### src/rtl/gwer_pkg.sv
// ----------------------------------------------------------------------------
// gwer_pkg: shared types and constants for the grid-to-earth wind rotation
// Formats, turn constants, the arctangent table and the words passed
// between the pipeline sections.
// ----------------------------------------------------------------------------
package gwer_pkg;

   // Default number of CORDIC cells and the size of the arctangent table.
   localparam int CORDIC_STEPS_DEFAULT = 16;
   localparam int ATAN_ENTRIES = 24;

   // Field and internal widths.
   localparam int WIND_W = 16;
   localparam int LON_W = 17;
   localparam int CONE_W = 16;
   localparam int D_W = 18;
   localparam int PROD_W = D_W + CONE_W + 1;
   localparam int PHI_W = 31;
   localparam int GUARD_BITS = 14;
   localparam int XY_W = 33;
   localparam int GAIN_W = 31;
   localparam int MUL_W = XY_W + GAIN_W;
   localparam int RND_SHIFT = 30 + GUARD_BITS;

   // Longitude wrap, in 1/128 degree.
   localparam int WRAP_LIMIT = 23040;
   localparam int WRAP_SPAN = 46080;

   // Angle constants in 2^-22 degree.
   localparam longint FULL_TURN = 64'sd1509949440;
   localparam longint HALF_TURN = 64'sd754974720;
   localparam longint QUARTER_TURN = 64'sd377487360;

   // Inverse CORDIC gain, scaled by 2^30.
   localparam logic signed [GAIN_W-1:0] INV_GAIN = 31'sd652032874;

   // Configuration register indexes.
   localparam int CSR_IDX_W = 3;
   localparam logic [CSR_IDX_W-1:0] CSR_CENTER_LONGITUDE = 3'd0;
   localparam logic [CSR_IDX_W-1:0] CSR_CONE_FACTOR = 3'd1;
   localparam logic [CSR_IDX_W-1:0] CSR_STAGGERED_MODE = 3'd2;
   localparam logic [CSR_IDX_W-1:0] CSR_MISSING_CHECK_ENABLE = 3'd3;
   localparam logic [CSR_IDX_W-1:0] CSR_MISSING_CODE = 3'd4;

   // Configuration as seen by the datapath.
   typedef struct packed {
      logic signed [WIND_W-1:0] center_longitude;
      logic [CONE_W-1:0] cone_factor;
      logic staggered_mode;
      logic missing_check_enable;
      logic signed [WIND_W-1:0] missing_code;
   } cfg_type;

   // Word leaving the front end: winds, averaged in staggered mode, and the raw angle product.
   typedef struct packed {
      logic valid;
      logic missing;
      logic signed [WIND_W-1:0] uk;
      logic signed [WIND_W-1:0] vk;
      logic signed [PROD_W-1:0] phi_raw;
   } prod_type;

   // Word moving along the CORDIC cell chain.
   typedef struct packed {
      logic valid;
      logic missing;
      logic signed [XY_W-1:0] x;
      logic signed [XY_W-1:0] y;
      logic signed [PHI_W-1:0] phi;
   } lane_type;

   // atan(2^-i) in 2^-22 degree, rounded to nearest.
   function automatic logic signed [PHI_W-1:0] atan_step(input int i);
      logic signed [PHI_W-1:0] a;
      case (i)
         0: a = 31'sd188743680;
         1: a = 31'sd111421900;
         2: a = 31'sd58872272;
         3: a = 31'sd29884485;
         4: a = 31'sd15000234;
         5: a = 31'sd7507429;
         6: a = 31'sd3754631;
         7: a = 31'sd1877430;
         8: a = 31'sd938729;
         9: a = 31'sd469366;
         10: a = 31'sd234683;
         11: a = 31'sd117342;
         12: a = 31'sd58671;
         13: a = 31'sd29335;
         14: a = 31'sd14668;
         15: a = 31'sd7334;
         16: a = 31'sd3667;
         17: a = 31'sd1833;
         18: a = 31'sd917;
         19: a = 31'sd458;
         20: a = 31'sd229;
         21: a = 31'sd115;
         22: a = 31'sd57;
         23: a = 31'sd29;
         default: a = '0;
      endcase
      return a;
   endfunction

endpackage

### src/rtl/gwer_finish.sv
// ----------------------------------------------------------------------------
// gwer_finish: gain correction and output register
// Multiplies by the inverse CORDIC gain, rounds half up to Q8.8, saturates
// and substitutes the missing code where the point was flagged.
// ----------------------------------------------------------------------------
module gwer_finish (
   input  logic clock,
   input  logic reset,
   input  logic adv,
   input  gwer_pkg::lane_type lane_in,
   input  logic signed [gwer_pkg::WIND_W-1:0] missing_code,
   output logic rsp_valid,
   output logic signed [gwer_pkg::WIND_W-1:0] rsp_u_earth,
   output logic signed [gwer_pkg::WIND_W-1:0] rsp_v_earth,
   output logic rsp_is_missing
);

   localparam int MW = gwer_pkg::MUL_W;
   localparam int RS = gwer_pkg::RND_SHIFT;
   localparam int W = gwer_pkg::WIND_W;
   localparam int QW = MW - RS;
   localparam logic signed [MW-1:0] RND_HALF = MW'(64'sd1 <<< (RS - 1));

   logic m_valid_ff;
   logic m_miss_ff;
   logic signed [MW-1:0] m_px_ff, m_px_in;
   logic signed [MW-1:0] m_py_ff, m_py_in;
   logic signed [MW-1:0] rx, ry;
   logic signed [QW-1:0] qx, qy;
   logic signed [W-1:0] u_in, v_in;
   logic valid_ff;
   logic signed [W-1:0] u_ff, v_ff;
   logic miss_ff;

   // Saturate a rounded value to the 16-bit wind range.
   function automatic logic signed [W-1:0] sat_wind(input logic signed [QW-1:0] q);
      logic signed [W-1:0] s;
      if (q > QW'(32767)) begin
         s = 16'sh7FFF;
      end else if (q < -QW'(32768)) begin
         s = 16'sh8000;
      end else begin
         s = q[W-1:0];
      end
      return s;
   endfunction

   // Gain correction products.
   always_comb begin
      m_px_in = lane_in.x * gwer_pkg::INV_GAIN;
      m_py_in = lane_in.y * gwer_pkg::INV_GAIN;
   end

   // Round half up, saturate, and apply the missing code.
   always_comb begin
      rx = m_px_ff + RND_HALF;
      ry = m_py_ff + RND_HALF;
      qx = rx[MW-1:RS];
      qy = ry[MW-1:RS];
      if (m_miss_ff) begin
         u_in = missing_code;
         v_in = missing_code;
      end else begin
         u_in = sat_wind(qx);
         v_in = sat_wind(qy);
      end
   end

   always_ff @(posedge clock) begin
      if (reset) begin
         m_valid_ff <= 1'b0;
         valid_ff <= 1'b0;
      end else if (adv) begin
         m_valid_ff <= lane_in.valid;
         valid_ff <= m_valid_ff;
      end
      if (adv) begin
         m_miss_ff <= lane_in.missing;
         m_px_ff <= m_px_in;
         m_py_ff <= m_py_in;
         u_ff <= u_in;
         v_ff <= v_in;
         miss_ff <= m_miss_ff;
      end
   end

   assign rsp_valid = valid_ff;
   assign rsp_u_earth = u_ff;
   assign rsp_v_earth = v_ff;
   assign rsp_is_missing = miss_ff;

endmodule

### config.mk
export PLATFORM = sky130hd
export DESIGN_NAME = gwer_finish
export DESIGN_NICKNAME = d
export VERILOG_FILES = /design/src/rtl/gwer_pkg.sv /design/src/rtl/gwer_finish.sv
export SDC_FILE = /design/constraint.sdc
export NUM_CORES = 2
export LEC_CHECK = 0
export BUFFER_PORTS_ARGS = -buffer_cell sky130_fd_sc_hd__clkbuf_2
export CORE_MARGIN = 4
export CORE_UTILIZATION = 60
export CTS_CLUSTER_SIZE = 40
export DETAILED_ROUTE_END_ITERATION = 10
export PLACE_DENSITY = 0.79
export SETUP_SLACK_MARGIN = 0.4
export SLEW_MARGIN = 20
export SYNTH_ARGS = -nofsm -noshare
export SYNTH_HDL_FRONTEND = slang
export SYNTH_SLANG_ARGS = --single-unit
### constraint.sdc
create_clock -name clock -period 23.7 [get_ports clock]
set_input_delay 4.74 -clock clock [delete_from_list [all_inputs] [get_ports clock]]
set_output_delay 4.74 -clock clock [all_outputs]
set_load 0.01 [all_outputs]
==> flow_summary.json <==
{
  "status": "completed",
  "avgViaCountPerCell": 5.47,
  "ys_dominant_reg_cell": "edfxtp_1",
  "synth_seq_area_share_pct": 5.63,
  "path_common_cell": "inv_1",
  "layout_common_cells": "inv_1, fa_1, ha_1",
  "drt_pass1_iterations": 5,
  "cp.required_ns": 23.85,
  "cpMaxStageDelayCell": "fa_1",
  "min_path_cells": 2,
  "slew_viol_final": 0,
  "rsz0062_at_grt": "no",
  "finalHoldViolCount": 0,
  "crit_fanout": 8,
  "antenna_found_initial": 0,
  "h-tree-depth": 3,
  "worstRegToRegCells": 9,
  "synth_edf_count": 76,
  "cts.sinks": 78,
  "critPathMaxStageDelay_ns": 0.63,
  "r2r_start": "m_px_ff[43]",
  "worst_pin_slew_ns": 0.990,
  "worstSetupEndpointType": "register",
  "netlist_area_um2": 41300,
  "drt_iter0_drc": 1824,
  "ys_warn_count": 0,
  "globalplace.congestion": 0.989,
  "nets": 5997,
  "hold_start": "m_valid_ff",
  "area_growth_pct": 4.63,
  "cp_data_arrival_time_ns": 13.06,
  "coreArea_um2": 67600,
  "syn-instance-count": 4161,
  "postCtsSetupBuffers": 0,
  "clk_path_buf_depth": 2,
  "clock_skew_ns": 0.00433,
  "syn_nets": 5893,
  "criticalPathCategory": "primary input to register",
  "grtUsageTotal_pct": 29.6,
  "r2r-end": "rsp_u_earth[2]",
  "wl_per_cell_um": 20.4,
  "slew-limit-headroom_pct": 34.0,
  "tns_ns": 0,
  "place_hpwl_um": 95300,
  "async_flop_share_pct": 0,
  "ios": 152,
  "grt.overflow.total": 0,
  "startpoint_type": "primary input",
  "ant_nets": 0,
  "clk_latency_ns": 0.33,
  "post_cts_resize_count": 0,
  "period_needed_ns": 12.91,
  "io_buffers": 120,
  "grt_pass1_vias": 30500,
  "hold_path.class": "register to register",
  "layout_commonest_cell": "inv_1",
  "period_share_pct": 54.5,
  "clk_pin_slew_ns": 0.06,
  "cts_buffers": 9,
  "max_cap_violations": 0,
  "setup_viol": 0,
  "worstHoldEndpoint": "m_valid_ff",
  "start_util_pct": 61.0,
  "grt_max_degree": 79,
  "drive_gt1_share_pct": 3.98,
  "die_w_um": 270,
  "num_antenna_cells": 0,
  "tritoncts": "built",
  "drc": 0,
  "ys_types": 73,
  "ys_ff_latch": 78,
  "die_area_um2": 73000,
  "syn_avg_cell_area_um2": 9.91,
  "holdBufCountCts": 0,
  "num_vias": 28100,
  "r2r_slack_ns": 20.33,
  "floorplan.rows": 95,
  "die_y_um": 270,
  "routed_wl_um": 105000,
  "fmaxAchievable_ghz": 0.0775,
  "grt_pass1_wl_um": 168000,
  "cts_root_buffer": "clkbuf_16"
}
cells in the mapped netlist (8+ instances only):
| master | number | area, µm² |
|---|---|---|
| inv_1 | 1359 | 5100 |
| fa_1 | 864 | 17300 |
| ha_1 | 750 | 9380 |
| a21oi_1 | 183 | 916 |
| xor2_1 | 161 | 1410 |
| nand2_1 | 112 | 420 |
| xnor2_1 | 110 | 963 |
| a21o_1 | 84 | 631 |
| edfxtp_1 | 76 | 2280 |
| nor2_1 | 73 | 274 |
| o21ai_0 | 63 | 315 |
| nor2b_1 | 48 | 300 |
| nand3_1 | 36 | 180 |
| clkbuf_1 | 27 | 101 |
| nor3_1 | 18 | 90.1 |
| nand4_1 | 15 | 93.8 |
| and3_1 | 11 | 68.8 |
| a22o_1 | 10 | 87.6 |
| and4_1 | 9 | 78.8 |
| o211ai_1 | 9 | 67.6 |
| o21a_1 | 8 | 60.1 |
per-stage QoR:
step           instances  area, µm²  hold slack [ns]  worst slack [ns]  util, %
2_1_floorplan       4161      41300            0.446             12.23        -
3_3_place_gp        5127      42900            0.475             10.72     63.4
3_5_place_dp        5127      42900            0.506             10.71     63.4
4_1_cts             5143      43200            0.522             11.00     63.8
5_1_grt             5143      43200            0.565             10.45     63.8
6_report            5143      43200            0.506             10.79     63.8
worst max-delay path, delay by kind of cell:
kind	cells	cell delay (ns)
AOI/OAI and AO/OA	9	2.62
xor gates and xnor gates	1	0.18
adders and majority gates	9	4.02
buffers and inverters	8	0.64
and+or+nand+nor	2	0.81
metal layers:
layer / part of all wire (%) / vias to the layer above / global-route usage (%)
met5: 0 / - / 0
met2: 47 / 967 / 48.1
met4: 4.3 / 0 / 10.2
met1: 42 / 14100 / 41.1
met3: 6.5 / 203 / 4.15
li1: - / 12900 / -
flip-flops by register name, indices dropped and copies added, names as in the netlist:
register / count
m_miss_ff: 1
rsp_is_missing: 1
m_py_ff: 21
m_px_ff: 21
rsp_u_earth: 16
m_valid_ff: 1
rsp_valid: 1
rsp_v_earth: 16
worst max path at each step:
stage,startpoint,endpoint,slack (ns),cells past startpoint
3_5_place_dp,lane_in[41],m_py_ff[63],10.71,29
3_3_place_gp,lane_in[41],m_py_ff[63],10.72,29
5_1_grt,lane_in[42],m_py_ff[63],10.45,29
6_report,lane_in[41],m_py_ff[63],10.79,29
2_1_floorplan,lane_in[63],m_py_ff[63],12.23,19
4_1_cts,lane_in[41],m_py_ff[63],11.00,29
logic make-up after synthesis:
| logic type | count (synthesis) | synth area share [%] |
|---|---|---|
| fa+ha+maj | 1614 | 64.7 |
| buf+inv | 1392 | 12.7 |
| compound gates | 438 | 6.73 |
| simple gates | 362 | 4.38 |
| xor+xnor | 272 | 5.79 |
| flops | 78 | 5.63 |
| mux | 5 | 0.121 |
area by class of cell:
type / instances / area, µm²
Fill cell: 5416 / 24500
Inverter: 1361 / 5110
Tap cell: 873 / 1090
Clock buffer: 9 / 225
Sequential cell: 78 / 2320
Multi-Input combinational cell: 2691 / 33700
Clock inverter: 7 / 80.1
Timing Repair Buffer: 124 / 633
Power is not shown: default switching activity piles up to over one toggle a cycle in this logic, so the estimate is an artifact.
