$ cat config.mk
export PLATFORM = sky130hd
export DESIGN_NAME = gwer_cordic_cell
export DESIGN_NICKNAME = d
export VERILOG_FILES = /design/src/rtl/gwer_pkg.sv /design/src/rtl/gwer_cordic_cell.sv
export SDC_FILE = /design/constraint.sdc
export NUM_CORES = 1
export LEC_CHECK = 0
export ABC_AREA = 1
export BUFFER_PORTS_ARGS = -buffer_cell sky130_fd_sc_hd__buf_2
export CORE_AREA = 5 5 163 165
export CTS_CLUSTER_DIAMETER = 40
export DETAILED_ROUTE_END_ITERATION = 6
export DIE_AREA = 0 0 168 170
export PLACE_DENSITY_LB_ADDON = 0.25
export SYNTH_ARGS = -nofsm -noshare
export SYNTH_HDL_FRONTEND = slang
export SYNTH_SLANG_ARGS = --single-unit
$ cat constraint.sdc
create_clock -name clock -period 5.05 [get_ports clock]
set_input_delay 1.2625 -clock clock [delete_from_list [all_inputs] [get_ports clock]]
set_output_delay 1.2625 -clock clock [all_outputs]
set_load 0.02 [all_outputs]
$ cat src/rtl/gwer_pkg.sv
// ----------------------------------------------------------------------------
// gwer_pkg: shared types and constants for the grid-to-earth wind rotation
// Formats, turn constants, the arctangent table and the words passed
// between the pipeline sections.
// ----------------------------------------------------------------------------
package gwer_pkg;

   // Default number of CORDIC cells and the size of the arctangent table.
   localparam int CORDIC_STEPS_DEFAULT = 16;
   localparam int ATAN_ENTRIES = 24;

   // Field and internal widths.
   localparam int WIND_W = 16;
   localparam int LON_W = 17;
   localparam int CONE_W = 16;
   localparam int D_W = 18;
   localparam int PROD_W = D_W + CONE_W + 1;
   localparam int PHI_W = 31;
   localparam int GUARD_BITS = 14;
   localparam int XY_W = 33;
   localparam int GAIN_W = 31;
   localparam int MUL_W = XY_W + GAIN_W;
   localparam int RND_SHIFT = 30 + GUARD_BITS;

   // Longitude wrap, in 1/128 degree.
   localparam int WRAP_LIMIT = 23040;
   localparam int WRAP_SPAN = 46080;

   // Angle constants in 2^-22 degree.
   localparam longint FULL_TURN = 64'sd1509949440;
   localparam longint HALF_TURN = 64'sd754974720;
   localparam longint QUARTER_TURN = 64'sd377487360;

   // Inverse CORDIC gain, scaled by 2^30.
   localparam logic signed [GAIN_W-1:0] INV_GAIN = 31'sd652032874;

   // Configuration register indexes.
   localparam int CSR_IDX_W = 3;
   localparam logic [CSR_IDX_W-1:0] CSR_CENTER_LONGITUDE = 3'd0;
   localparam logic [CSR_IDX_W-1:0] CSR_CONE_FACTOR = 3'd1;
   localparam logic [CSR_IDX_W-1:0] CSR_STAGGERED_MODE = 3'd2;
   localparam logic [CSR_IDX_W-1:0] CSR_MISSING_CHECK_ENABLE = 3'd3;
   localparam logic [CSR_IDX_W-1:0] CSR_MISSING_CODE = 3'd4;

   // Configuration as seen by the datapath.
   typedef struct packed {
      logic signed [WIND_W-1:0] center_longitude;
      logic [CONE_W-1:0] cone_factor;
      logic staggered_mode;
      logic missing_check_enable;
      logic signed [WIND_W-1:0] missing_code;
   } cfg_type;

   // Word leaving the front end: winds, averaged in staggered mode, and the raw angle product.
   typedef struct packed {
      logic valid;
      logic missing;
      logic signed [WIND_W-1:0] uk;
      logic signed [WIND_W-1:0] vk;
      logic signed [PROD_W-1:0] phi_raw;
   } prod_type;

   // Word moving along the CORDIC cell chain.
   typedef struct packed {
      logic valid;
      logic missing;
      logic signed [XY_W-1:0] x;
      logic signed [XY_W-1:0] y;
      logic signed [PHI_W-1:0] phi;
   } lane_type;

   // atan(2^-i) in 2^-22 degree, rounded to nearest.
   function automatic logic signed [PHI_W-1:0] atan_step(input int i);
      logic signed [PHI_W-1:0] a;
      case (i)
         0: a = 31'sd188743680;
         1: a = 31'sd111421900;
         2: a = 31'sd58872272;
         3: a = 31'sd29884485;
         4: a = 31'sd15000234;
         5: a = 31'sd7507429;
         6: a = 31'sd3754631;
         7: a = 31'sd1877430;
         8: a = 31'sd938729;
         9: a = 31'sd469366;
         10: a = 31'sd234683;
         11: a = 31'sd117342;
         12: a = 31'sd58671;
         13: a = 31'sd29335;
         14: a = 31'sd14668;
         15: a = 31'sd7334;
         16: a = 31'sd3667;
         17: a = 31'sd1833;
         18: a = 31'sd917;
         19: a = 31'sd458;
         20: a = 31'sd229;
         21: a = 31'sd115;
         22: a = 31'sd57;
         23: a = 31'sd29;
         default: a = '0;
      endcase
      return a;
   endfunction

endpackage

$ cat src/rtl/gwer_cordic_cell.sv
// ----------------------------------------------------------------------------
// gwer_cordic_cell: one micro-rotation of the CORDIC chain
// Turns the vector by plus or minus atan(2^-STEP) toward zero residual angle
// and hands the word to the next cell.
// ----------------------------------------------------------------------------
module gwer_cordic_cell #(
   parameter int STEP = 0
) (
   input  logic clock,
   input  logic reset,
   input  logic adv,
   input  gwer_pkg::lane_type lane_in,
   output gwer_pkg::lane_type lane_out
);

   localparam logic signed [gwer_pkg::PHI_W-1:0] ATAN_C = gwer_pkg::atan_step(STEP);

   logic signed [gwer_pkg::XY_W-1:0] dx, dy;
   gwer_pkg::lane_type lane_ff, cell_in;

   // Shift-and-add step; the sign of the residual picks the direction.
   always_comb begin
      dx = lane_in.y >>> STEP;
      dy = lane_in.x >>> STEP;
      cell_in = lane_in;
      if (lane_in.phi >= 0) begin
         cell_in.x = lane_in.x - dx;
         cell_in.y = lane_in.y + dy;
         cell_in.phi = lane_in.phi - ATAN_C;
      end else begin
         cell_in.x = lane_in.x + dx;
         cell_in.y = lane_in.y - dy;
         cell_in.phi = lane_in.phi + ATAN_C;
      end
   end

   always_ff @(posedge clock) begin
      if (reset) begin
         lane_ff.valid <= 1'b0;
      end else if (adv) begin
         lane_ff.valid <= cell_in.valid;
      end
      if (adv) begin
         lane_ff.missing <= cell_in.missing;
         lane_ff.x <= cell_in.x;
         lane_ff.y <= cell_in.y;
         lane_ff.phi <= cell_in.phi;
      end
   end

   assign lane_out = lane_ff;

endmodule

==> impl_metrics.csv <==
group,metric,value,unit
status,result_of_the_run,"finished clean",
synthesis,syn_avg_cell_area,6.19,um^2
layout,finalNetCount,2156,
critical_path,cp-end-kind,"register",
synthesis,post_synth_instance_area,11000,um^2
critical_path,worst_path_dominant_cell_family,"simple AND/OR/NAND/NOR gates",
synthesis,synth.distinct_cells,38,
grt,antenna_found_initial,0,
floorplanning,pin_count,201,
clocking,cts.root.buffer_cell,"sky130_fd_sc_hd__clkbuf_16",
synthesis,synth_xor_area_share,2.15,%
synthesis,ys.flop_type,"sky130_fd_sc_hd__edfxtp_1",
place,pre_cts_ws,1.50,ns
sta,grt_setup_unrepaired,"false",
critical_path,critical_path_buf_inv_count,4,
clocking,hold_buffers,0,
synthesis,synth_fp_nets,1985,
sta,finalSetupTns,0,ns
layout,post_layout_nonfiller_instances,2285,
clocking,tritoncts,"built",
critical_path,timing.critical_path.cells,"buf_2, inv_1, ha_1, nand2_1, inv_1, nand2_1, inv_1, nand2_1, nand2_1, nand2_1, nand2_1, nand2_1, nand2_1, nand2_1, nand3_1, nand2_1",
place,port_buffers,200,
route,route.antenna.remaining_nets,0,
route,drt_first_pass_iters,5,
place,dpl_cell_area,12200,um^2
clocking,cts_resized,0,
sta,post-route-period-util,63.9,%
clocking,number_of_clock_buffers_inserted_by_tritoncts,9,
grt,groute.usage.overall,24.8,%
clocking,cts.repair_timing.setup_buffer_count,0,
place,place.detailed.instances,2269,
sta,final.setup_skew,0,ns
route,drt-vias-per-instance,4.99,
grt,grt-ovfl-total,0,
critical_path,number_of_stages_on_the_worst_setup_path,16,
critical_path,worstPathRequired,5.18,ns
synthesis,asyncSetResetFlopFracSynth,0,%
critical_path,rr_worst_depth,2,
grt,grt_pass1_vias,10861,
worst_hold_path,hold_class,"register to register",
floorplanning,die_w,168,um
critical_path,critPathMaxFanout,11,
sta,setup_viol_count_final,0,
synthesis,postSynthCellCount,1779,
synthesis,synth.area.top_cells,"sky130_fd_sc_hd__edfxtp_1 (26%), sky130_fd_sc_hd__nand2_1 (23%), sky130_fd_sc_hd__inv_1 (12%)",
power_and_ir_drop,ir_worst_vdd,0.000144,V
sta,max_slew.worst_pin.slew,0.862,ns
synthesis,synth_simple_gate_area_share,37.2,%
worst_hold_path,worst_hold_path.num_cells,2,
clocking,insertion_delay,0.35,ns
route,drt_iter0_markers,996,
grt,grt_max_degree,74,
critical_path,critical_path.slowest_cell,"sky130_fd_sc_hd__ha_1",
critical_path,worstSetupPathType,"input pin to register",
power_and_ir_drop,power_density,244,nW/um^2
clocking,maximum_level_of_the_cts_h_tree,3,
power_and_ir_drop,fin_total_pwr,3.05,mW
sta,finalCriticalPeriod,3.23,ns
synthesis,synth.yosys.warnings,0,
floorplanning,core.rowCount,58,
synthesis,dominant_combinational_cell_family_by_area_after_synthesis,"simple AND/OR/NAND/NOR gates",
sta,slew-limit-headroom,42.5,%
power_and_ir_drop,p_leak,7.17,nW
synthesis,post_synth_edffs,97,
floorplanning,initial_cell_density_of_the_core,44.2,%
clocking,tritoncts_num_sinks,98,
sta,final_hold_viol_count,0,
critical_path,critical-path-max-stage-delay,0.55,ns
synthesis,post-synth-top-area-cell,"sky130_fd_sc_hd__edfxtp_1",
route,vias,11404,
layout,layout-drive-gt1-share,12.0,%
synthesis,area_fraction_in_compound_gates_after_synthesis,6.83,%
place,dpl.hpwl,30400,um
flow_run,max-cap-violations,0,
route,avgRoutedWirePerCell,15.8,um
grt,grt_first_pass_wirelength,56500,um
clocking,cts.clk_slew.worst_paths,0.09,ns
synthesis,synth_top_cell_area_share,26.5,%
critical_path,critPathArrivalTime,3.36,ns
critical_path,crit_path_frequent_cell,"sky130_fd_sc_hd__nand2_1",
synthesis,seq_area_frac_synth,26.6,%
clocking,clk_path_buf_depth,2,
layout,fin_area,12500,um^2
sta,timing.final.ws_setup,1.82,ns
route,drt_wl_total,36000,um
layout,syn_to_final_growth,13.4,%
sta,maxClockFrequency,310,MHz
route,route.detailed.drc,0,
floorplanning,dieArea,28600,um^2
sta,slew_viol_final,0,
critical_path,start_kind,"input pin",
layout,antennaDiodeCount,0,
synthesis,synthesized_area_fraction_occupied_by_adder_cells,12.0,%
place,place.gp.congestion,0.935,
layout,number_of_flip_flops_in_the_largest_register,98,
synthesis,post_synth_mux_area_share,0.273,%
synthesis,ys_ff_latch,98,
floorplanning,core,24900,um^2
floorplanning,die-height,170,um
layout,fill_cells,2641,
==> cell families after synthesis <==
| kind of cell | after synthesis |
|---|---|
| and+or+nand+nor | 999 |
| buffers and inverters | 408 |
| AOI/OAI and AO/OA | 140 |
| adders and majority gates | 104 |
| DFF | 98 |
| xor gates and xnor gates | 27 |
| muxes | 3 |
==> final cells by class <==
cell class / instances / area (um^2) / area share [%]
inverters: 364 / 1370 / 10.9
clock buffers: 9 / 225 / 1.80
clock inverters: 7 / 72.6 / 0.581
multi-input cells: 1273 / 6440 / 51.6
well taps: 330 / 413 / 3.31
repair buffers: 204 / 1030 / 8.28
flip-flops and latches: 98 / 2930 / 23.5
==> cells in the final DEF, fill, tap and decap left out, types with 4 or more instances in the layout <==
cell | netlist | final
sky130_fd_sc_hd__a21oi_1 | 83 | 83
sky130_fd_sc_hd__and2_1 | 6 | 6
sky130_fd_sc_hd__buf_2 | 12 | 199
sky130_fd_sc_hd__buf_4 | 16 | 5
sky130_fd_sc_hd__clkbuf_16 | 0 | 9
sky130_fd_sc_hd__edfxtp_1 | 97 | 97
sky130_fd_sc_hd__ha_1 | 101 | 101
sky130_fd_sc_hd__inv_1 | 362 | 362
sky130_fd_sc_hd__nand2_1 | 669 | 669
sky130_fd_sc_hd__nand3_1 | 176 | 176
sky130_fd_sc_hd__nand4_1 | 15 | 15
sky130_fd_sc_hd__nor2_1 | 104 | 104
sky130_fd_sc_hd__nor2_2 | 10 | 10
sky130_fd_sc_hd__nor3_1 | 6 | 6
sky130_fd_sc_hd__o21a_1 | 4 | 4
sky130_fd_sc_hd__o21ai_0 | 33 | 33
sky130_fd_sc_hd__o21bai_1 | 10 | 10
sky130_fd_sc_hd__xnor2_1 | 4 | 4
sky130_fd_sc_hd__xor2_1 | 23 | 23
==> worst paths after layout <==
check	startpoint	endpoint	slack [ns]
setup / recovery	lane_in[37]	lane_out[55]$_DFFE_PP_	1.82
hold / removal	lane_out[98]$_SDFFE_PP0P_	lane_out[98]$_SDFFE_PP0P_	0.52
setup reg to reg	lane_out[98]$_SDFFE_PP0P_	lane_out[98]$_SDFFE_PP0P_	4.46
hold reg to reg	lane_out[98]$_SDFFE_PP0P_	lane_out[98]$_SDFFE_PP0P_	0.52
==> worst reg2reg max path, stage by stage, from the launching register on <==
cell and delay, ns:
sky130_fd_sc_hd__dfxtp_1 0.31, sky130_fd_sc_hd__mux2i_1 0.12, sky130_fd_sc_hd__nor2_1 0.05
==> through the flow <==
step	hold slack, ns	util (%)
2_1_floorplan	0.579	-
3_5_place_dp	0.508	49.0
5_1_grt	0.564	50.2
4_1_cts	0.527	50.2
3_3_place_gp	0.477	49.0
6_report	0.517	50.2
==> report_power, final <==
part	total, mW	switching (mW)	internal, mW	leakage [nW]
clock network	0.719	0.369	0.350	0.143
logic	1.27	0.889	0.385	6.07
registers	1.06	0.0304	1.03	0.957
==> metal layers <==
layer  global-route usage (%)  wire length [um]
met1                     34.9             16400
met2                     40.4             15800
met3                     3.79              3030
met4                     6.25               791
met5                        0                 0
==> cells in the mapped netlist (all sizes together), types with 3 or more instances <==
cell / count
a21oi: 83
and2: 6
and3: 3
buf: 39
clkbuf: 5
edfxtp: 97
fa: 3
ha: 101
inv: 364
mux2i: 3
nand2: 669
nand3: 178
nand4: 15
nor2: 114
nor3: 6
o21a: 4
o21ai: 35
o21bai: 10
or2: 4
xnor2: 4
xor2: 23
(Power assumes the default switching activity.)
