`src/rtl/gwer_pkg.sv`:
```
// ----------------------------------------------------------------------------
// gwer_pkg: shared types and constants for the grid-to-earth wind rotation
// Formats, turn constants, the arctangent table and the words passed
// between the pipeline sections.
// ----------------------------------------------------------------------------
package gwer_pkg;

   // Default number of CORDIC cells and the size of the arctangent table.
   localparam int CORDIC_STEPS_DEFAULT = 16;
   localparam int ATAN_ENTRIES = 24;

   // Field and internal widths.
   localparam int WIND_W = 16;
   localparam int LON_W = 17;
   localparam int CONE_W = 16;
   localparam int D_W = 18;
   localparam int PROD_W = D_W + CONE_W + 1;
   localparam int PHI_W = 31;
   localparam int GUARD_BITS = 14;
   localparam int XY_W = 33;
   localparam int GAIN_W = 31;
   localparam int MUL_W = XY_W + GAIN_W;
   localparam int RND_SHIFT = 30 + GUARD_BITS;

   // Longitude wrap, in 1/128 degree.
   localparam int WRAP_LIMIT = 23040;
   localparam int WRAP_SPAN = 46080;

   // Angle constants in 2^-22 degree.
   localparam longint FULL_TURN = 64'sd1509949440;
   localparam longint HALF_TURN = 64'sd754974720;
   localparam longint QUARTER_TURN = 64'sd377487360;

   // Inverse CORDIC gain, scaled by 2^30.
   localparam logic signed [GAIN_W-1:0] INV_GAIN = 31'sd652032874;

   // Configuration register indexes.
   localparam int CSR_IDX_W = 3;
   localparam logic [CSR_IDX_W-1:0] CSR_CENTER_LONGITUDE = 3'd0;
   localparam logic [CSR_IDX_W-1:0] CSR_CONE_FACTOR = 3'd1;
   localparam logic [CSR_IDX_W-1:0] CSR_STAGGERED_MODE = 3'd2;
   localparam logic [CSR_IDX_W-1:0] CSR_MISSING_CHECK_ENABLE = 3'd3;
   localparam logic [CSR_IDX_W-1:0] CSR_MISSING_CODE = 3'd4;

   // Configuration as seen by the datapath.
   typedef struct packed {
      logic signed [WIND_W-1:0] center_longitude;
      logic [CONE_W-1:0] cone_factor;
      logic staggered_mode;
      logic missing_check_enable;
      logic signed [WIND_W-1:0] missing_code;
   } cfg_type;

   // Word leaving the front end: winds, averaged in staggered mode, and the raw angle product.
   typedef struct packed {
      logic valid;
      logic missing;
      logic signed [WIND_W-1:0] uk;
      logic signed [WIND_W-1:0] vk;
      logic signed [PROD_W-1:0] phi_raw;
   } prod_type;

   // Word moving along the CORDIC cell chain.
   typedef struct packed {
      logic valid;
      logic missing;
      logic signed [XY_W-1:0] x;
      logic signed [XY_W-1:0] y;
      logic signed [PHI_W-1:0] phi;
   } lane_type;

   // atan(2^-i) in 2^-22 degree, rounded to nearest.
   function automatic logic signed [PHI_W-1:0] atan_step(input int i);
      logic signed [PHI_W-1:0] a;
      case (i)
         0: a = 31'sd188743680;
         1: a = 31'sd111421900;
         2: a = 31'sd58872272;
         3: a = 31'sd29884485;
         4: a = 31'sd15000234;
         5: a = 31'sd7507429;
         6: a = 31'sd3754631;
         7: a = 31'sd1877430;
         8: a = 31'sd938729;
         9: a = 31'sd469366;
         10: a = 31'sd234683;
         11: a = 31'sd117342;
         12: a = 31'sd58671;
         13: a = 31'sd29335;
         14: a = 31'sd14668;
         15: a = 31'sd7334;
         16: a = 31'sd3667;
         17: a = 31'sd1833;
         18: a = 31'sd917;
         19: a = 31'sd458;
         20: a = 31'sd229;
         21: a = 31'sd115;
         22: a = 31'sd57;
         23: a = 31'sd29;
         default: a = '0;
      endcase
      return a;
   endfunction

endpackage

```
`src/rtl/gwer_prep.sv`:
```
// ----------------------------------------------------------------------------
// gwer_prep: front end of the wind rotation pipeline
// Missing-value test, neighbour averaging, longitude offset with wrap,
// then the angle product of offset and cone factor.
// ----------------------------------------------------------------------------
module gwer_prep (
   input  logic clock,
   input  logic reset,
   input  logic adv,
   input  gwer_pkg::cfg_type cfg,
   input  logic req_valid,
   input  logic signed [gwer_pkg::WIND_W-1:0] req_u_here,
   input  logic signed [gwer_pkg::WIND_W-1:0] req_u_east,
   input  logic signed [gwer_pkg::WIND_W-1:0] req_v_here,
   input  logic signed [gwer_pkg::WIND_W-1:0] req_v_north,
   input  logic signed [gwer_pkg::LON_W-1:0] req_longitude,
   output gwer_pkg::prod_type prod_out
);

   localparam int W = gwer_pkg::WIND_W;
   localparam int DW = gwer_pkg::D_W;

   logic s1_valid_ff;
   logic s1_miss_ff, s1_miss_in;
   logic signed [W-1:0] s1_uk_ff, s1_uk_in;
   logic signed [W-1:0] s1_vk_ff, s1_vk_in;
   logic signed [DW-1:0] s1_d_ff, s1_d_in;
   logic signed [W:0] u_sum, v_sum;
   logic signed [DW-1:0] d_raw;
   logic signed [gwer_pkg::CONE_W:0] cone_s;
   gwer_pkg::prod_type prod_ff, prod_in;

   // Stage one: missing test, averaging and wrapped longitude offset.
   always_comb begin
      u_sum = {req_u_here[W-1], req_u_here} + {req_u_east[W-1], req_u_east};
      v_sum = {req_v_here[W-1], req_v_here} + {req_v_north[W-1], req_v_north};
      s1_miss_in = cfg.missing_check_enable &&
         ((req_u_here == cfg.missing_code) || (req_v_here == cfg.missing_code) ||
          (cfg.staggered_mode &&
           ((req_u_east == cfg.missing_code) || (req_v_north == cfg.missing_code))));
      if (cfg.staggered_mode) begin
         s1_uk_in = u_sum[W:1];
         s1_vk_in = v_sum[W:1];
      end else begin
         s1_uk_in = req_u_here;
         s1_vk_in = req_v_here;
      end
      d_raw = {req_longitude[gwer_pkg::LON_W-1], req_longitude}
            - {{(DW-W){cfg.center_longitude[W-1]}}, cfg.center_longitude};
      if (d_raw > gwer_pkg::WRAP_LIMIT) begin
         s1_d_in = DW'(d_raw - gwer_pkg::WRAP_SPAN);
      end else if (d_raw < -gwer_pkg::WRAP_LIMIT) begin
         s1_d_in = DW'(d_raw + gwer_pkg::WRAP_SPAN);
      end else begin
         s1_d_in = d_raw;
      end
   end

   // Stage two: angle product in 2^-22 degree.
   always_comb begin
      cone_s = {1'b0, cfg.cone_factor};
      prod_in.valid = s1_valid_ff;
      prod_in.missing = s1_miss_ff;
      prod_in.uk = s1_uk_ff;
      prod_in.vk = s1_vk_ff;
      prod_in.phi_raw = s1_d_ff * cone_s;
   end

   always_ff @(posedge clock) begin
      if (reset) begin
         s1_valid_ff <= 1'b0;
         prod_ff.valid <= 1'b0;
      end else if (adv) begin
         s1_valid_ff <= req_valid;
         prod_ff.valid <= prod_in.valid;
      end
      if (adv) begin
         s1_miss_ff <= s1_miss_in;
         s1_uk_ff <= s1_uk_in;
         s1_vk_ff <= s1_vk_in;
         s1_d_ff <= s1_d_in;
         prod_ff.missing <= prod_in.missing;
         prod_ff.uk <= prod_in.uk;
         prod_ff.vk <= prod_in.vk;
         prod_ff.phi_raw <= prod_in.phi_raw;
      end
   end

   assign prod_out = prod_ff;

endmodule

```
`config.mk`:
```
export PLATFORM = sky130hd
export DESIGN_NAME = gwer_prep
export DESIGN_NICKNAME = d
export VERILOG_FILES = /design/src/rtl/gwer_pkg.sv /design/src/rtl/gwer_prep.sv
export SDC_FILE = /design/constraint.sdc
export NUM_CORES = 1
export LEC_CHECK = 0
export ABC_AREA = 0
export BUFFER_PORTS_ARGS = -buffer_cell sky130_fd_sc_hd__buf_2
export CAP_MARGIN = 20
export CELL_PAD_IN_SITES_DETAIL_PLACEMENT = 1
export CELL_PAD_IN_SITES_GLOBAL_PLACEMENT = 1
export CORE_AREA = 2 2 202 204
export CTS_CLUSTER_DIAMETER = 80
export CTS_CLUSTER_SIZE = 30
export DETAILED_ROUTE_END_ITERATION = 6
export DIE_AREA = 0 0 204 206
export PLACE_DENSITY_LB_ADDON = 0.1
export SLEW_MARGIN = 20
export SYNTH_ARGS = -nofsm -noshare
export SYNTH_HDL_FRONTEND = slang
export SYNTH_SLANG_ARGS = --single-unit
```
`constraint.sdc`:
```
create_clock -name clock -period 7.1 [get_ports clock]
set_input_delay 0.71 -clock clock [delete_from_list [all_inputs] [get_ports clock]]
set_output_delay 0.71 -clock clock [all_outputs]
set_load 0.05 [all_outputs]
```
==> metrics.txt <==
CTS Buf Count=17; GRT Total Usage=27.8%; CP required=7.28 ns; GR Overflow Total=0; WL per Instance=20.4 um; vias in the first global route=16,623; Post-Synth XOR/XNOR Area=5.96%; most common cell in the netlist=inv_1; die area=42,000 um^2; CP max FO=16; asr flop ratio synth=0%; Hold Crit Class=flop to flop; clock buffer depth=2; critical path class=flop to flop; placed cells=2,662; drt drc=0; ratio of final minimum period to clock period=95.6%; final core utilization=52.7%; EDFF count, synth=119; post-detail-place hpwl=45,600 um; Die H=206 um; Final GP Congestion=0.868; Root Buffer=clkbuf_16; initial antenna violation count=1; Avg Inst Size Synth=9.64 um^2; FILL cells=4,628; largest net degree at the start of global routing=70; core area=40,200 um^2; IO Count=204; dpl ws=0.0529 ns; Slew headroom=33.4%; count of different cell masters after synthesis=93; yosys warns=0; flop and latch count out of synthesis=121; die boundary width=204 um; Setup crit start kind=flop; Slew Limit Fails=0; fin crit period=6.79 ns; Post-synth top cells=inv_1, fa_1, nand2_1; Synth Instances=1,969; crit path to=prod_out[33]$_DFFE_PP_; worst reg2reg endpoint=prod_out[33]$_DFFE_PP_; Max Clock Skew=0.0190 ns; adder-cell share of the synthesized area=40.4%; top cell type's share of synthesized area=31.2%; final hold vios=0; DRT Wirelength=55,000 um; sequential share of the synthesized area=19.0%; Initial Util=47.2%; Mapped Area=19,000 um^2; DR pass1 iterations=5; Via density=5.38; Clk Latency, worst-skew pair=0.47 ns; RSZ-0062 raised after global routing=no; CTS H-tree depth=4; Final setup viols=0; Tightest Pin Transition=0.999 ns; Fin Setup TNS=0 ns; top_reg_cell synth=edfxtp_1; share of layout cells above drive strength 1=14.4%; Clock Sinks=121; P&R area growth vs syn=11.6%; Hold Buf Count CTS=0; mux cell area share after synthesis=1.09%; Rows=74; n_diodes=0; Max Freq=147 MHz; Synth area leader=fa_1; final net count=2,726; largest family of logic cells by synthesized area=adder cells; crit path launch=s1_d_ff[6]$_DFFE_PP_; area fraction in compound gates after synthesis=9.24%; final setup margin=0.309 ns; Max Cap Viol=0; CP Capture Type=flop; Routed Antenna Nets=0; Clock transition at path regs=0.07 ns; reg2reg setup slack=0.31 ns; area fraction in and, or, nand and nor cells after synthesis=14.6%; port bufs=203; WP data arrival=6.97 ns; outcome=finished, final reports clean; Initial DRC Count=720; Mapped Nets=2,540; Reg2Reg Depth=21; vias=14,526; Final Non-Filler Cells=2,700; CTS tree=done; synth top area cells=fa_1, edfxtp_1, ha_1; FF-to-FF Start=s1_d_ff[6]$_DFFE_PP_; first-pass GRT wire length=89,700 um
-- critical path, cell delays in order, from the launching register on --
cell	delay [ns]
edfxtp_1	0.83
nand2_1	0.16
fa_1	0.55
inv_1	0.05
fa_1	0.52
inv_1	0.07
fa_1	0.54
inv_1	0.05
fa_1	0.44
fa_1	0.49
inv_1	0.05
fa_1	0.47
inv_1	0.04
ha_1	0.35
nand2_1	0.10
o21ai_0	0.14
o211ai_1	0.23
nand4b_1	0.13
a21oi_1	0.34
o211ai_1	0.26
a31oi_1	0.49
o311ai_0	0.22
-- placed cells by master, fill, tap and decap left out, types with 4 or more instances in the layout --
master	n
a211oi_1	6
a21o_1	17
a21oi_1	47
a311oi_1	5
a31oi_1	13
and2_1	126
and3_1	11
buf_2	202
buf_4	24
clkbuf_16	17
clkinvlp_4	5
edfxtp_1	119
fa_1	296
ha_1	140
inv_1	417
inv_6	5
mux2_2	13
mux2i_1	6
nand2_1	227
nand2b_1	7
nand3_1	19
nand3b_1	4
nand4_1	15
nand4b_1	4
nor2_1	60
nor2b_1	11
nor3_1	31
nor4_1	14
o2111ai_1	6
o211ai_1	7
o21a_1	16
o21ai_0	35
o21ai_1	6
o21bai_1	6
o221ai_1	5
o31a_1	4
o31ai_1	7
or3_1	12
xnor2_1	76
xor2_1	45
-- layer usage --
layer | vias up | global-route usage, % | wire length, um
met5 | - | 0 | 14
met4 | 2 | 7.66 | 1170
met3 | 75 | 4.67 | 2460
met2 | 328 | 50.0 | 27900
met1 | 7479 | 34.6 | 23500
li1 | 6642 | - | -
-- flip-flops by register name (all words and copies together), names as in the netlist --
| name | flops |
|---|---|
| s1_d_ff | 18 |
| s1_uk_ff | 16 |
| s1_vk_ff | 16 |
| prod_out | 69 |
| s1_miss_ff | 1 |
| s1_valid_ff | 1 |
-- cells by family (layout without fill, tap and decap cells) --
logic type	after synthesis	after routing
xor+xnor	124	124
buf+inv	478	677
mux	19	19
flops	121	121
fa+ha+maj	436	436
simple gates	558	558
compound gates	233	233
-- worst min path at each step --
stage               cells past startpoint  slack (ns)                         to                   start
floorplan                               0        0.40     prod_out[35]$_DFFE_PP_   s1_vk_ff[0]$_DFFE_PP_
global placement                        0        0.40     prod_out[67]$_DFFE_PP_    s1_miss_ff$_DFFE_PP_
detailed placement                      0        0.41     prod_out[42]$_DFFE_PP_   s1_vk_ff[7]$_DFFE_PP_
CTS                                     2        0.40   s1_valid_ff$_SDFFE_PP0P_                   reset
global route                            2        0.40  prod_out[68]$_SDFFE_PP0P_                   reset
finish                                  0        0.41     prod_out[61]$_DFFE_PP_  s1_uk_ff[10]$_DFFE_PP_
-- final cells by class --
class	count	area, um^2	area share [%]
well taps	532	666	3.14
multi-input cells	1370	13500	63.9
flip-flops and latches	121	3610	17.1
clock inverters	14	164	0.773
repair buffers	226	1190	5.62
inverters	419	1580	7.46
clock buffers	18	429	2.03
-- metrics by stage --
step	cell area, um^2	hold slack, ns
2_1_floorplan	19000	0.400
3_3_place_gp	20600	0.401
3_5_place_dp	20600	0.406
4_1_cts	21100	0.397
5_1_grt	21200	0.402
6_report	21200	0.415
-- what timing repair did --
| action | 4_1_cts | 5_1_grt |
|---|---|---|
| gates resized for setup | 0 | 1 |
| setup endpoints to repair | 0 | 3 |
| buffers inserted | 0 | 6 |
Power is left out: the tool's default activity adds up to more than one toggle a clock period on the data nets, which glitch-free logic cannot reach.
